===== src/rtl/itp_pkg.sv =====
// Shared types, constants and character helpers for the integer text parser.
`timescale 1ns / 1ps

package itp_pkg;

    localparam int VALUE_BITS_DEF = 64;
    localparam int COUNT_BITS_DEF = 16;
    localparam int CHARS_BITS     = 16;

    localparam logic [5:0] RADIX_RESET = 6'd10;
    localparam logic [5:0] RADIX_AUTO  = 6'd0;
    localparam logic [5:0] RADIX_ONE   = 6'd1;
    localparam logic [5:0] RADIX_OCT   = 6'd8;
    localparam logic [5:0] RADIX_DEC   = 6'd10;
    localparam logic [5:0] RADIX_HEX   = 6'd16;
    localparam logic [5:0] RADIX_MAX   = 6'd36;

    localparam logic [7:0] CH_TAB   = 8'h09;
    localparam logic [7:0] CH_CR    = 8'h0D;
    localparam logic [7:0] CH_SPACE = 8'h20;
    localparam logic [7:0] CH_PLUS  = 8'h2B;
    localparam logic [7:0] CH_MINUS = 8'h2D;
    localparam logic [7:0] CH_ZERO  = 8'h30;
    localparam logic [7:0] CH_NINE  = 8'h39;
    localparam logic [7:0] CH_UA    = 8'h41;
    localparam logic [7:0] CH_UX    = 8'h58;
    localparam logic [7:0] CH_UZ    = 8'h5A;
    localparam logic [7:0] CH_LA    = 8'h61;
    localparam logic [7:0] CH_LX    = 8'h78;
    localparam logic [7:0] CH_LZ    = 8'h7A;
    localparam logic [7:0] LETTER_BASE = 8'd10;

    typedef enum logic [2:0] {
        PH_START  = 3'd0,
        PH_SPACE  = 3'd1,
        PH_PREFIX = 3'd2,
        PH_ZERO   = 3'd3,
        PH_DIGITS = 3'd4
    } t_phase;

    // Per-parse control state handed between the step logic and its registers
    typedef struct packed {
        t_phase     phase;
        logic       minus;
        logic [5:0] radix;
    } t_ctl;

    typedef struct packed {
        logic       ok;
        logic [5:0] val;
    } t_digit;

    function automatic t_digit char_digit(input logic [7:0] c);
        t_digit d;
        d.ok  = 1'b1;
        d.val = 6'd0;
        if (c inside {[CH_ZERO:CH_NINE]}) begin
            d.val = 6'(c - CH_ZERO);
        end else if (c inside {[CH_LA:CH_LZ]}) begin
            d.val = 6'(c - CH_LA + LETTER_BASE);
        end else if (c inside {[CH_UA:CH_UZ]}) begin
            d.val = 6'(c - CH_UA + LETTER_BASE);
        end else begin
            d.ok = 1'b0;
        end
        return d;
    endfunction

    function automatic logic is_space(input logic [7:0] c);
        return (c == CH_SPACE) || (c inside {[CH_TAB:CH_CR]});
    endfunction

endpackage


===== src/rtl/itp_step.sv =====
// Per-character parse step: next parse state and the result of a finished parse.
`timescale 1ns / 1ps

module itp_step #(
    parameter int VALUE_BITS = itp_pkg::VALUE_BITS_DEF,
    parameter int COUNT_BITS = itp_pkg::COUNT_BITS_DEF
) (
    input  itp_pkg::t_ctl                  i_ctl,
    input  logic [VALUE_BITS-1:0]          i_acc,
    input  logic [COUNT_BITS-1:0]          i_cnt,
    input  logic [5:0]                     i_radix,
    input  logic [7:0]                     i_ch,
    output itp_pkg::t_ctl                  o_ctl,
    output logic [VALUE_BITS-1:0]          o_acc,
    output logic [COUNT_BITS-1:0]          o_cnt,
    output logic                           o_emit,
    output logic                           o_bad,
    output logic [VALUE_BITS-1:0]          o_value,
    output logic [itp_pkg::CHARS_BITS-1:0] o_chars
);

    localparam int CW = (COUNT_BITS > itp_pkg::CHARS_BITS) ? COUNT_BITS : itp_pkg::CHARS_BITS;
    localparam logic [CW-1:0] CHARS_SAT = CW'({itp_pkg::CHARS_BITS{1'b1}});

    itp_pkg::t_digit dg;
    itp_pkg::t_phase ph;
    logic [5:0]      rad;
    logic            done;
    logic            incr;
    logic            emit;
    logic            bad;
    logic [CW-1:0]   cnt_ext;

    assign dg = itp_pkg::char_digit(i_ch);

    // Next state: the phases fall through within one character, as far as needed
    always_comb begin
        o_ctl = i_ctl;
        o_acc = i_acc;
        o_cnt = i_cnt;
        emit  = 1'b0;
        bad   = 1'b0;
        done  = 1'b0;
        incr  = 1'b0;
        rad   = i_ctl.radix;
        ph    = i_ctl.phase;

        if (ph == itp_pkg::PH_START) begin
            rad = i_radix;
            if (rad == itp_pkg::RADIX_ONE || rad > itp_pkg::RADIX_MAX) begin
                emit = 1'b1;
                bad  = 1'b1;
                done = 1'b1;
            end else begin
                ph = itp_pkg::PH_SPACE;
            end
        end

        if (!done && ph == itp_pkg::PH_SPACE) begin
            if (itp_pkg::is_space(i_ch)) begin
                incr        = 1'b1;
                done        = 1'b1;
                o_ctl.phase = itp_pkg::PH_SPACE;
                o_ctl.radix = rad;
            end else begin
                ph = itp_pkg::PH_PREFIX;
                if (i_ch == itp_pkg::CH_PLUS || i_ch == itp_pkg::CH_MINUS) begin
                    incr        = 1'b1;
                    done        = 1'b1;
                    o_ctl.minus = (i_ch == itp_pkg::CH_MINUS);
                    o_ctl.phase = itp_pkg::PH_PREFIX;
                    o_ctl.radix = rad;
                end
            end
        end

        if (!done && ph == itp_pkg::PH_PREFIX) begin
            if (rad == itp_pkg::RADIX_AUTO || rad == itp_pkg::RADIX_HEX) begin
                if (i_ch == itp_pkg::CH_ZERO) begin
                    if (rad == itp_pkg::RADIX_AUTO) begin
                        rad = itp_pkg::RADIX_OCT;
                    end
                    incr        = 1'b1;
                    done        = 1'b1;
                    o_ctl.phase = itp_pkg::PH_ZERO;
                    o_ctl.radix = rad;
                end else if (rad == itp_pkg::RADIX_AUTO) begin
                    rad = itp_pkg::RADIX_DEC;
                end
            end
            ph = itp_pkg::PH_DIGITS;
        end else if (!done && ph == itp_pkg::PH_ZERO) begin
            ph = itp_pkg::PH_DIGITS;
            if (i_ch == itp_pkg::CH_LX || i_ch == itp_pkg::CH_UX) begin
                rad         = itp_pkg::RADIX_HEX;
                incr        = 1'b1;
                done        = 1'b1;
                o_ctl.phase = itp_pkg::PH_DIGITS;
                o_ctl.radix = rad;
            end
        end

        if (!done) begin
            if (dg.ok && dg.val < rad) begin
                o_acc       = i_acc * VALUE_BITS'(rad) + VALUE_BITS'(dg.val);
                incr        = 1'b1;
                o_ctl.phase = ph;
                o_ctl.radix = rad;
            end else begin
                emit = 1'b1;
            end
        end

        if (emit) begin
            o_ctl.phase = itp_pkg::PH_START;
            o_ctl.minus = 1'b0;
            o_ctl.radix = itp_pkg::RADIX_AUTO;
            o_acc       = '0;
            o_cnt       = '0;
        end else if (incr && i_cnt != {COUNT_BITS{1'b1}}) begin
            o_cnt = i_cnt + 1'b1;
        end
    end

    assign cnt_ext = CW'(i_cnt);

    // Result fields of a parse that ends on this character
    always_comb begin
        o_emit = emit;
        o_bad  = bad;
        if (bad) begin
            o_value = '0;
            o_chars = '0;
        end else begin
            o_value = i_ctl.minus ? (~i_acc + 1'b1) : i_acc;
            o_chars = (cnt_ext > CHARS_SAT) ? {itp_pkg::CHARS_BITS{1'b1}}
                                            : cnt_ext[itp_pkg::CHARS_BITS-1:0];
        end
    end

endmodule


===== src/rtl/integer_text_parser.sv =====
// Top level of the integer text parser: input register, parse state, result register.
// The step reads the input register; a finished parse is registered in the result register.
// Throughput: one character per cycle while no result is blocked; the parse step is one
//   multiply-add by a 6-bit radix.
// A result waiting on i_m_tready holds the step; with the input reg full, o_s_tready drops.
// Reset (i_rst_n low, synchronous): radix 10, parser at start of parse, both stages empty.
`timescale 1ns / 1ps

module integer_text_parser #(
    parameter int VALUE_BITS = itp_pkg::VALUE_BITS_DEF,
    parameter int COUNT_BITS = itp_pkg::COUNT_BITS_DEF,
    localparam int OUT_W = ((VALUE_BITS + itp_pkg::CHARS_BITS + 7) / 8) * 8
) (
    input  logic             i_clk,
    input  logic             i_rst_n,
    input  logic             i_cfg_we,
    input  logic [5:0]       i_cfg_wdata,  // radix
    input  logic             i_s_tvalid,
    output logic             o_s_tready,
    input  logic [7:0]       i_s_tdata,    // ch
    output logic             o_m_tvalid,
    input  logic             i_m_tready,
    output logic [OUT_W-1:0] o_m_tdata,    // value, chars_used, zero pad
    output logic [0:0]       o_m_tuser     // bad_radix
);

    logic                           r_in_vld;
    logic [7:0]                     r_in_ch;
    logic [5:0]                     r_radix;
    itp_pkg::t_ctl                  r_ctl;
    logic [VALUE_BITS-1:0]          r_acc;
    logic [COUNT_BITS-1:0]          r_cnt;
    logic                           r_out_vld;
    logic [VALUE_BITS-1:0]          r_out_value;
    logic [itp_pkg::CHARS_BITS-1:0] r_out_chars;
    logic                           r_out_bad;

    itp_pkg::t_ctl                  n_ctl;
    logic [VALUE_BITS-1:0]          n_acc;
    logic [COUNT_BITS-1:0]          n_cnt;
    logic                           step_emit;
    logic                           step_bad;
    logic [VALUE_BITS-1:0]          step_value;
    logic [itp_pkg::CHARS_BITS-1:0] step_chars;

    logic out_free;
    logic consume;
    logic in_beat;

    assign out_free   = !r_out_vld || i_m_tready;
    assign consume    = r_in_vld && out_free;
    assign o_s_tready = !r_in_vld || out_free;
    assign in_beat    = i_s_tvalid && o_s_tready;

    itp_step #(
        .VALUE_BITS (VALUE_BITS),
        .COUNT_BITS (COUNT_BITS)
    ) u_step (
        .i_ctl   (r_ctl),
        .i_acc   (r_acc),
        .i_cnt   (r_cnt),
        .i_radix (r_radix),
        .i_ch    (r_in_ch),
        .o_ctl   (n_ctl),
        .o_acc   (n_acc),
        .o_cnt   (n_cnt),
        .o_emit  (step_emit),
        .o_bad   (step_bad),
        .o_value (step_value),
        .o_chars (step_chars)
    );

    always_ff @(posedge i_clk) begin
        if (!i_rst_n) begin
            r_radix <= itp_pkg::RADIX_RESET;
        end else if (i_cfg_we) begin
            r_radix <= i_cfg_wdata;
        end
    end

    always_ff @(posedge i_clk) begin
        if (!i_rst_n) begin
            r_in_vld <= 1'b0;
        end else if (in_beat) begin
            r_in_vld <= 1'b1;
        end else if (consume) begin
            r_in_vld <= 1'b0;
        end
    end

    always_ff @(posedge i_clk) begin
        if (in_beat) begin
            r_in_ch <= i_s_tdata;
        end
    end

    always_ff @(posedge i_clk) begin
        if (!i_rst_n) begin
            r_ctl.phase <= itp_pkg::PH_START;
            r_ctl.minus <= 1'b0;
            r_ctl.radix <= itp_pkg::RADIX_AUTO;
            r_acc       <= '0;
            r_cnt       <= '0;
        end else if (consume) begin
            r_ctl <= n_ctl;
            r_acc <= n_acc;
            r_cnt <= n_cnt;
        end
    end

    always_ff @(posedge i_clk) begin
        if (!i_rst_n) begin
            r_out_vld <= 1'b0;
        end else if (consume && step_emit) begin
            r_out_vld <= 1'b1;
        end else if (i_m_tready) begin
            r_out_vld <= 1'b0;
        end
    end

    always_ff @(posedge i_clk) begin
        if (consume && step_emit) begin
            r_out_value <= step_value;
            r_out_chars <= step_chars;
            r_out_bad   <= step_bad;
        end
    end

    assign o_m_tvalid = r_out_vld;
    assign o_m_tdata  = OUT_W'({r_out_chars, r_out_value});
    assign o_m_tuser  = r_out_bad;

endmodule


===== config.mk =====
export PLATFORM = sky130hd
export DESIGN_NAME = integer_text_parser
export DESIGN_NICKNAME = d
export VERILOG_FILES = /design/src/rtl/itp_pkg.sv /design/src/rtl/itp_step.sv /design/src/rtl/integer_text_parser.sv
export SDC_FILE = /design/constraint.sdc
export NUM_CORES = 1
export LEC_CHECK = 0
export ABC_AREA = 1
export BUFFER_PORTS_ARGS = -buffer_cell sky130_fd_sc_hd__buf_4
export CORE_MARGIN = 3
export CORE_UTILIZATION = 61
export CTS_BUF_LIST = sky130_fd_sc_hd__clkbuf_4 sky130_fd_sc_hd__clkbuf_8
export CTS_CLUSTER_SIZE = 8
export DETAILED_ROUTE_END_ITERATION = 10
export PLACE_DENSITY_LB_ADDON = 0.12
export SYNTH_ARGS = -nofsm -noshare
export SYNTH_HDL_FRONTEND = slang
export SYNTH_SLANG_ARGS = --single-unit

===== constraint.sdc =====
create_clock -name i_clk -period 9.4 [get_ports i_clk]
set_input_delay 1.41 -clock i_clk [delete_from_list [all_inputs] [get_ports i_clk]]
set_output_delay 1.41 -clock i_clk [all_outputs]
set_load 0.01 [all_outputs]

# --- Word-level counts from Yosys, hierarchy flattened ---
# Index checks and enable logic that the tools add are counted.
totals:
  reg_bits: 187
  inputBits: 19
  out_inout_bits: 83
  wordCells: 154
op_classes:
  addsub: 8
  n_mul: 1
  order_cmp: 11
  eq_ne: 14
  n_mux: 73
  bitwise_logic: 1
  n_reduce_logical: 34
op_table:
  columns: ["op", "n"]
  rows:
  - ["two-way mux 64 bit", 4]
  - ["two-way mux 6 bit", 19]
  - ["adder 64 x 1 -> 64 bit (second input constant)", 1]
  - ["adder 64 x 6 -> 64 bit", 1]
  - ["multiplier 64 x 6 -> 64 bit", 1]
  - ["NOT 64 bit", 1]
  - ["two-way mux 16 bit", 3]
  - ["two-way mux 3 bit", 14]
  - ["equality test 8 x 6 -> 1 bit (second input constant)", 4]
  - ["two-way mux 1 bit", 30]
  - ["two-way mux 10 bit", 3]
  - ["adder 16 x 1 -> 16 bit (second input constant)", 1]
  - ["equality test 8 x 7 -> 1 bit (second input constant)", 2]
  - ["greater-or-equal comparator 8 x 7 -> 1 bit (second input constant)", 2]
  - ["> comparator 16 bit (second input constant)", 1]
  - ["<= comparator 8 x 7 -> 1 bit (second input constant)", 2]
  - ["inequality test 16 bit (second input constant)", 1]
  - ["adder 6 x 4 -> 6 bit (second input constant)", 2]
  - ["logical AND 1 bit", 12]
  - ["nonzero test 2 bit", 6]
  - ["subtractor 6 bit (second input constant)", 2]
  - ["greater-or-equal comparator 8 x 4 -> 1 bit (second input constant)", 1]
  - ["greater-or-equal comparator 8 x 6 -> 1 bit (second input constant)", 1]
  - ["<= comparator 8 x 4 -> 1 bit (second input constant)", 1]
  - ["other kinds (16)", 27]

# --- Longest topological paths before layout ---
# Gate-level depths: netlist (run 1).
logic_depth:
  ltp_word: 18
  ltp_mapped: 44
  depth_no_buf: 43

# --- Cells and area by module ---
# Synthesis (run 1) repeated with hierarchy kept, for this count alone.
unflattened:
  cells_unflattened: 3304
  area_unflattened_um2: 23671.5
by_module_without_submodules:
  columns: ["module", "instances", "cells_each", "area_each_um2", "seq_area_each_um2"]
  rows:
  - ["itp_step", 1, 2583, 16625.9, 0.0]
  - ["integer_text_parser", 1, 721, 7045.5, 4634.4]

# --- Least setup slack after synthesis (run 1) ---
# No wires, ideal clock.
synth_timing:
  path_type: "register to register"
  start: "register r_in_ch[0]"
  end: "register r_acc[52]"
  arrival_ns: 6.623
  t_required_ns: 9.262
  slack_ns: 2.639
  stages_incl_launch_ff: 43
  n_path_buf: 1
  synth_period_minus_slack_ns: 6.761
  cell_sequence: "edfxtp_1 -> inv_1 -> ha_1 -> inv_1 -> o21ai_0 -> nand2_1 -> nand2_1 -> nand2_1 -> nor2_1 -> nor2_4 -> nor2_4 -> nand3_1 -> nand2_1 -> clkbuf_1 -> inv_1 -> nand2_1 -> fa_1 -> fa_1 -> [... 7 more ...] -> nand2_1 -> nand2_1 -> nand2_1 -> a21oi_1 -> inv_1 -> a21oi_1 -> inv_1 -> a21oi_1 -> inv_1 -> nand2_1 -> nand2_1 -> nand2_1 -> nand2_1 -> nand3_1 -> nand2_1 -> or2_2 -> nand3_2 -> a21oi_2"
synth_via:
  elab_chain_len: 15
  elab_cells_between_ends: 64
  cone_classes: "add/sub (6); mul (1); order compare (9); eq/ne (9); mux (26); reduce/logical (13)"
synth_rtl:
  columns: ["element", "line_no", "rtl"]
  rows:
  - ["start, declared", "integer_text_parser.sv:28", "logic [7:0] r_in_ch;"]
  - ["start signal, assigned", "integer_text_parser.sv:93", "r_in_ch <= i_s_tdata;"]
  - ["branches (longest 15 deep; another with multiplier 64 x 6 -> 64 bit)", null, null]
  - ["end signal, assigned", "integer_text_parser.sv:106", "r_acc <= n_acc;"]
  - ["end, declared", "integer_text_parser.sv:31", "logic [VALUE_BITS-1:0] r_acc;"]
# Several ways; the timed one is not identified. The select of a mux whose other input is x is not followed.
# A chain may end at the register's enable or synchronous reset.

# --- Worst setup path after layout (run 1) ---
layout_timing:
  start: "register r_ctl[8] (netlist bit)"
  end: "register r_acc[59]"
layout_via:
  elab_chain_len: 15
  elab_cells_between_ends: 45
  cone_classes: "add/sub (1); mul (1); order compare (1); eq/ne (5); mux (26); reduce/logical (11)"
layout_rtl:
  columns: ["element", "line_no", "rtl"]
  rows:
  - ["start, declared", "integer_text_parser.sv:30", "itp_pkg::t_ctl r_ctl;"]
  - ["start signal, assigned", "integer_text_parser.sv:105", "r_ctl <= n_ctl;"]
  - ["logical NOT 3 bit (*)", "itp_step.sv:48", "if (ph == itp_pkg::PH_START) begin"]
  - ["two-way mux 1 bit (*)", null, null]
  - ["net step_bad", "integer_text_parser.sv:42", "logic step_bad;"]
  - ["branches (longest 13 deep; another with multiplier 64 x 6 -> 64 bit)", null, null]
# Mark *: on every way through the listed nets, which the timed path passes. The select of a mux whose other input is x is not followed.

==> qor.csv, run 1 <==
stage,metric,value,unit
floorplan,Ports,102,
synthesis,synthesized area,21640,um^2
grt,global-route wire length before repair,109800,um
setup_path,WP data arrival,8490,ps
setup_path,critical path class,flop to flop,
grt,gr ovfl total,0,
setup_path,Worst Setup End Kind,flop,
synthesis,Synthesized Nets,3244,
place,IO Port Bufs,101,
finish,Area Growth Syn to Fin,6.743,%
timing,Fin. Hold Viols,0,
routing,routed vias/inst,6.096,
routing,drt total wl,68680,um
floorplan,Die ar.,37760,um^2
finish,nets,3290,
timing,Worst-Margin Slew,974.4,ps
grt,vias in the first global route,20590,
routing,via count,20451,
floorplan,initial core utilization,62.33,%
outcome,status,completed,
grt,largest net degree at the start of global routing,67,
synthesis,Mapped Avg Cell Area,7.616,um^2
job,maxcap violations,0,
timing,worst rel slew slack,34.22,%
synthesis,Cells after Synth,2841,
synthesis,Synth Area in Compound Gates,12.67,%
synthesis,synthesized-area fraction occupied by adder cells,30.53,%
finish,share of cells above drive strength 1,8.448,%
timing,RSZ-0062 raised after global routing,no,
power,cell area power density,77.85,nW/um^2
finish,fin util,66.53,%
routing,Post-route DRC,0,
floorplan,standard-cell row count,68,
timing,final critical-path required period,8040,ps
setup_path,Critical Path RT,9850,ps
timing,setup_tns,0,ps
power,Leak Pwr,11.18,nW
synthesis,Simple-Gate Fraction of Synth Area,24.59,%
timing,f_max,124.4,MHz
place,gpl congestion,1.013,
clocking,H-tree depth,4,
clocking,postcts setup bufs,0,
synthesis,share of flip-flops with an asynchronous set or reset,0,%
routing,DR WL/cell,20.47,um
clocking,post-CTS sizing,0,
finish,FILL cells,3072,
synthesis,multiplexer share of the synthesized area,0.05205,%
synthesis,"top cells by area, synth","fa_1, edfxtp_1, nor2_1",
power,worst vdd rail ir drop,0.00009754,V
setup_path,Startpoint Class,flop,
grt,All-Layer GR Usage,36.59,%
place,area post-placement,22700,um^2
floorplan,Core ar.,34710,um^2
timing,final worst-path cycle share,85.54,%
clocking,clock-pin slew on the worst setup and hold paths,120,ps
place,Post-DP HPWL,53950,um
setup_path,Slowest Stage Delay on Critical Path,730,ps
timing,Max Slew Vio Count,0,
place,Place WS,1668,ps
floorplan,Die Ht,194.3,um
routing,"antenna viol nets, final",0,
routing,DRT iter0 DRCs,2302,
timing,Final Worst Setup Slack,1360,ps
hold_path,worst min path class,flop to flop,
routing,Detailed Routing Iterations Pass 1,6,
finish,design area,23090,um^2
synthesis,Synth top area share,22.21,%
synthesis,sequential share of the synthesized area,21.42,%
clocking,CTS tree,yes,
timing,# setup viols final,0,
synthesis,Yosys reg bits,187,
timing,Final Skew,20.08,ps
synthesis,Post-synth EDFFs,89,
synthesis,largest family of logic cells by synthesized area,adder cells,
synthesis,number of distinct library cells after synthesis,58,
clocking,CTS Buf Count,17,
synthesis,Synth area leader,fa_1,
setup_path,"Max FO, Critical Path",37,
clocking,"Clk Latency, worst-skew pair",520,ps
synthesis,XOR/XNOR Fraction of Synth Area,2.741,%
clocking,cts hold-fix bufs,0,
clocking,root cell of the clock tree,clkbuf_8,
synthesis,most used flip-flop cell after synthesis,dfxtp_1,
clocking,Clock Sinks,187,
floorplan,Die Wd,194.3,um
synthesis,synth warn,0,
setup_path,Crit-path slowest cell,o21ai_0,
grt,antenna violations before repair,0,
finish,ANT cells,0,
clocking,clock buffer depth,2,
## critical path: cells and delay by family (launching register included)
family	cells	cell delay [ps]
simple gates	11	1800
xor+xnor	1	160
fa+ha+maj	5	2410
buf+inv	6	960
flops	1	450
compound gates	6	2210
## per-stage QoR
stage / std cells / hold slack (ps) / power (mW)
floorplan: 2841 / 443.6 / 1.103
global placement: 3323 / 454.6 / 1.214
detailed placement: 3323 / 460.0 / 1.220
CTS: 3355 / 476.6 / 1.797
global route: 3355 / 501.0 / 1.857
finish: 3355 / 476.0 / 1.798
## where the power goes
part | internal (mW) | total [mW] | switching [mW]
sequential | 0.884 | 0.900 | 0.0161
combinational | 0.0785 | 0.310 | 0.232
clock | 0.211 | 0.588 | 0.377
total | 1.17 | 1.80 | 0.625
## cell families (layout without fill, tap and decap cells)
logic type,after synthesis,in the layout
AOI/OAI and AO/OA,495,495
DFF,187,187
and+or+nand+nor,1266,1266
xor gates and xnor gates,66,66
muxes,1,1
buffers and inverters,442,501
adders and majority gates,384,384
## routing by layer
layer	vias to the layer above	part of all wire [%]	GRT usage [%]
li1	9281	-	-
met1	9748	39	48.27
met2	1253	44	56.75
met3	169	13	12.67
met4	0	3.5	12.58
met5	-	0	0
## cells in the final DEF (no fill, tap or decap), types with 4 or more instances in the layout
master      n
nor2_1    550
nand2_1   474
inv_1     326
a21oi_1   246
fa_1      240
o21ai_0   144
ha_1      144
buf_4     116
dfxtp_1    98
nand3_1    95
edfxtp_1   89
xor2_1     41
nor3_1     39
xnor2_1    24
nand4_1    23
a21oi_2    21
nand2_2    19
clkbuf_8   18
clkinv_1   17
a31oi_1    17
nor4_1     17
o21a_1     16
or2_2      14
o211ai_1   11
nand3_2    11
inv_2       7
nand2_4     7
o21bai_1    7
o21ai_1     7
a21o_1      7
nor2_4      4
o31ai_1     4
inv_8       4
inv_6       4
## flip-flops by register name, summed over array words and instances, names as in the netlist
register     flops
o_m_tuser        1
o_m_tvalid       1
r_acc           64
r_cnt           16
r_ctl           10
r_in_ch          8
r_in_vld         1
r_out_chars     16
r_out_value     64
r_radix          6
## synthesized netlist by cell type, drive strengths merged, types with 2 or more instances
library cell	count
o211ai	11
nand2	500
or2	14
xnor2	24
xor2	41
a21oi	267
a22oi	2
a221oi	2
o311ai	2
nand3	107
nand4	25
o21bai	7
edfxtp	89
a31oi	17
dfxtp	98
inv	336
clkbuf	57
o21a	16
a21o	7
nor4	18
buf	32
nor2	557
clkinv	17
fa	240
o31ai	4
and3	3
nor3	40
a41oi	2
o21ai	152
ha	144
## layout make-up
cell class	count	area (um^2)	area share, %
multi-input combinational	2212	15290	66.22
clock inverter	13	143.9	0.6230
inverter	353	1329	5.754
clock buffer	19	255.2	1.105
timing repair buffer	116	870.8	3.771
tap	455	569.3	2.465
sequential	187	4634	20.07
## path summary, 6_finish.rpt
path         cells after the start      from  slack, ps        end
max                             29  r_ctl[8]       1360  r_acc[59]
min                              2  r_ctl[3]        480   r_ctl[3]
max reg2reg                     29  r_ctl[8]       1360  r_acc[59]
min reg2reg                      2  r_ctl[3]        480   r_ctl[3]
Note: power is estimated with default switching activity, not from simulation.
==> run 2: changes to the inputs <==
--- a/config.mk
+++ b/config.mk
@@ -8,7 +8,7 @@
 export ABC_AREA = 1
 export BUFFER_PORTS_ARGS = -buffer_cell sky130_fd_sc_hd__buf_4
 export CORE_MARGIN = 3
-export CORE_UTILIZATION = 61
+export CORE_UTILIZATION = 55
 export CTS_BUF_LIST = sky130_fd_sc_hd__clkbuf_4 sky130_fd_sc_hd__clkbuf_8
 export CTS_CLUSTER_SIZE = 8
 export DETAILED_ROUTE_END_ITERATION = 10
==> run 2 against run 1 <==
Effect of this change:
- via count decreased by 1.5%
- critical path type unchanged
- hold slack better by 3.4 ps
- maximum frequency is 2.1% higher
- core utilization fell by 6.6 points
- largest cell class unchanged
- count of clock-buffer cells in the layout grew 1
- register-to-register slack improved by 170 ps
- die area grew 11%
- sequential cell count did not move
- setup slack gained 170 ps
- clock skew up 7.7 ps
- highest routed layer unchanged
- first-iteration DRC count shrank 12%
- critical endpoint is now r_acc[46]
==> qor.csv, run 2 (synthesized netlist as in run 1, its figures left out) <==
stage,metric,value,unit
clocking,clock-pin slew on the worst setup and hold paths,110,ps
floorplan,standard-cell row count,72,
floorplan,Die ar.,41750,um^2
routing,drt total wl,69860,um
power,Leak Pwr,11.20,nW
routing,DRT iter0 DRCs,2024,
power,cell area power density,78.37,nW/um^2
grt,global-route wire length before repair,110900,um
power,part of the power in registers,49.5,%
setup_path,critical path class,flop to flop,
setup_path,Critical Path RT,9760,ps
setup_path,FF-to-FF path depth,36,
floorplan,Die Ht,204.3,um
clocking,cts hold-fix bufs,0,
setup_path,"Largest delay share family, worst path",simple AND/OR/NAND/NOR gates,
setup_path,Critical Path Stages,36,
clocking,root cell of the clock tree,clkbuf_8,
timing,Final Skew,27.76,ps
timing,Max Slew Vio Count,0,
timing,Worst-Margin Slew,988.4,ps
finish,Top Registers,"r_acc x64, r_out_value x64",
setup_path,R2R Setup Slk,1530,ps
routing,via count,20153,
finish,"most common cell after layout, fill and taps aside",nor2_1,
clocking,CTS Buf Count,17,
finish,FILL cells,3622,
grt,antenna violations before repair,0,
clocking,H-tree depth,4,
setup_path,"Max FO, Critical Path",36,
place,IO Port Bufs,101,
timing,# setup viols final,0,
finish,ANT cells,0,
grt,All-Layer GR Usage,33.98,%
timing,final critical-path required period,7874,ps
timing,final worst-path cycle share,83.76,%
clocking,clock buffer depth,2,
clocking,post-CTS sizing,0,
clocking,"Clk Latency, worst-skew pair",530,ps
grt,gr ovfl total,0,
setup_path,Slowest Stage Delay on Critical Path,620,ps
routing,routed vias/inst,5.894,
finish,design area,23200,um^2
finish,nets,3291,
grt,largest net degree at the start of global routing,66,
job,maxcap violations,0,
hold_path,Hold Path Cell Cnt,2,
clocking,CTS tree,yes,
routing,"antenna viol nets, final",0,
timing,RSZ-0062 raised after global routing,no,
clocking,postcts setup bufs,0,
floorplan,initial core utilization,55.85,%
power,combinational cell fraction of total power,17.2,%
setup_path,"most used cell, CP",nand2_1,
power,switching power,0.5972,mW
setup_path,Crit-path slowest cell,o21ai_0,
timing,setup_tns,0,ps
place,area post-placement,22780,um^2
grt,vias in the first global route,20367,
setup_path,Worst Setup End Kind,flop,
setup_path,WP data arrival,8240,ps
place,Post-DP HPWL,54650,um
clocking,Clock Sinks,187,
outcome,status,completed,
timing,Fin. Hold Viols,0,
finish,"commonest non-fill, non-tap cells in the layout","nor2_1, nand2_1, inv_1",
timing,f_max,127.0,MHz
place,gpl congestion,1.017,
power,worst vdd rail ir drop,0.00007884,V
power,Net Sw Frac,32.85,%
finish,Area Growth Syn to Fin,7.217,%
floorplan,Ports,102,
hold_path,worst min path class,flop to flop,
routing,Post-route DRC,0,
setup_path,Startpoint Class,flop,
power,Clock Power Share,33.3,%
setup_path,Bufs and invs on worst path,6,
power,P_int,1.221,mW
finish,share of cells above drive strength 1,8.514,%
floorplan,Core ar.,38740,um^2
routing,Detailed Routing Iterations Pass 1,6,
floorplan,Die Wd,204.3,um
routing,DR WL/cell,20.43,um
timing,worst rel slew slack,34.11,%
## run 2: cell count changes in the layout (fill, tap and decap cells not counted), sizes merged
cell	previous run	this run
buf	116	117
bufinv	0	2
clkinv	24	21
inv	342	341
clkbuf	19	20
clkinvlp	0	1
## run 2: power groups by stage
stage	registers (mW)	logic, mW	clock network [mW]
after floorplan	0.927	0.176	0
after global placement	0.918	0.303	0
after detailed placement	0.918	0.306	0
after CTS	0.900	0.307	0.612
after global routing	0.903	0.335	0.641
final	0.900	0.312	0.606
## run 2: layer usage
| layer | GRT usage, % | wire length [um] | vias up | share of wire, % |
|---|---|---|---|---|
| met4 | 11.23 | 1870 | 0 | 2.7 |
| met5 | 0 | 0 | - | 0 |
| met3 | 7.756 | 6831 | 139 | 9.8 |
| met2 | 52.71 | 31400 | 1014 | 45 |
| li1 | - | - | 9293 | - |
| met1 | 47.33 | 29760 | 9707 | 43 |
## run 2: tightest hold or removal path: cells and delay by family, from the launching register on
family	cells	cell delay, ps
flops	1	330
simple gates	1	60
compound gates	1	60
## run 2: cell type report
class | instances | area [um^2] | area share, %
Inverter | 353 | 1329 | 5.728
Timing Repair Buffer | 117 | 878.3 | 3.786
Multi-Input combinational cell | 2212 | 15290 | 65.92
Tap cell | 518 | 648.1 | 2.794
Sequential cell | 187 | 4634 | 19.98
Clock inverter | 12 | 152.6 | 0.6580
Clock buffer | 20 | 262.8 | 1.133
## run 2: per-stage QoR
step                worst slack (ps)  total power, mW  util [%]  cells  hold WS, ps
CTS                             1560            1.819     59.88   3419        478.6
detailed placement              1597            1.224     58.81   3387        463.0
global route                   939.9            1.879     59.88   3419        505.5
floorplan                       2639            1.103         -   2841        443.6
finish                          1526            1.818     59.88   3419        479.4
global placement                1765            1.221     58.81   3387        455.5
## run 2: final timing paths
kind / endpoint / startpoint
max: r_acc[46] / r_ctl[9]
min: r_acc[5] / r_acc[5]
max reg2reg: r_acc[46] / r_ctl[9]
min reg2reg: r_acc[5] / r_acc[5]
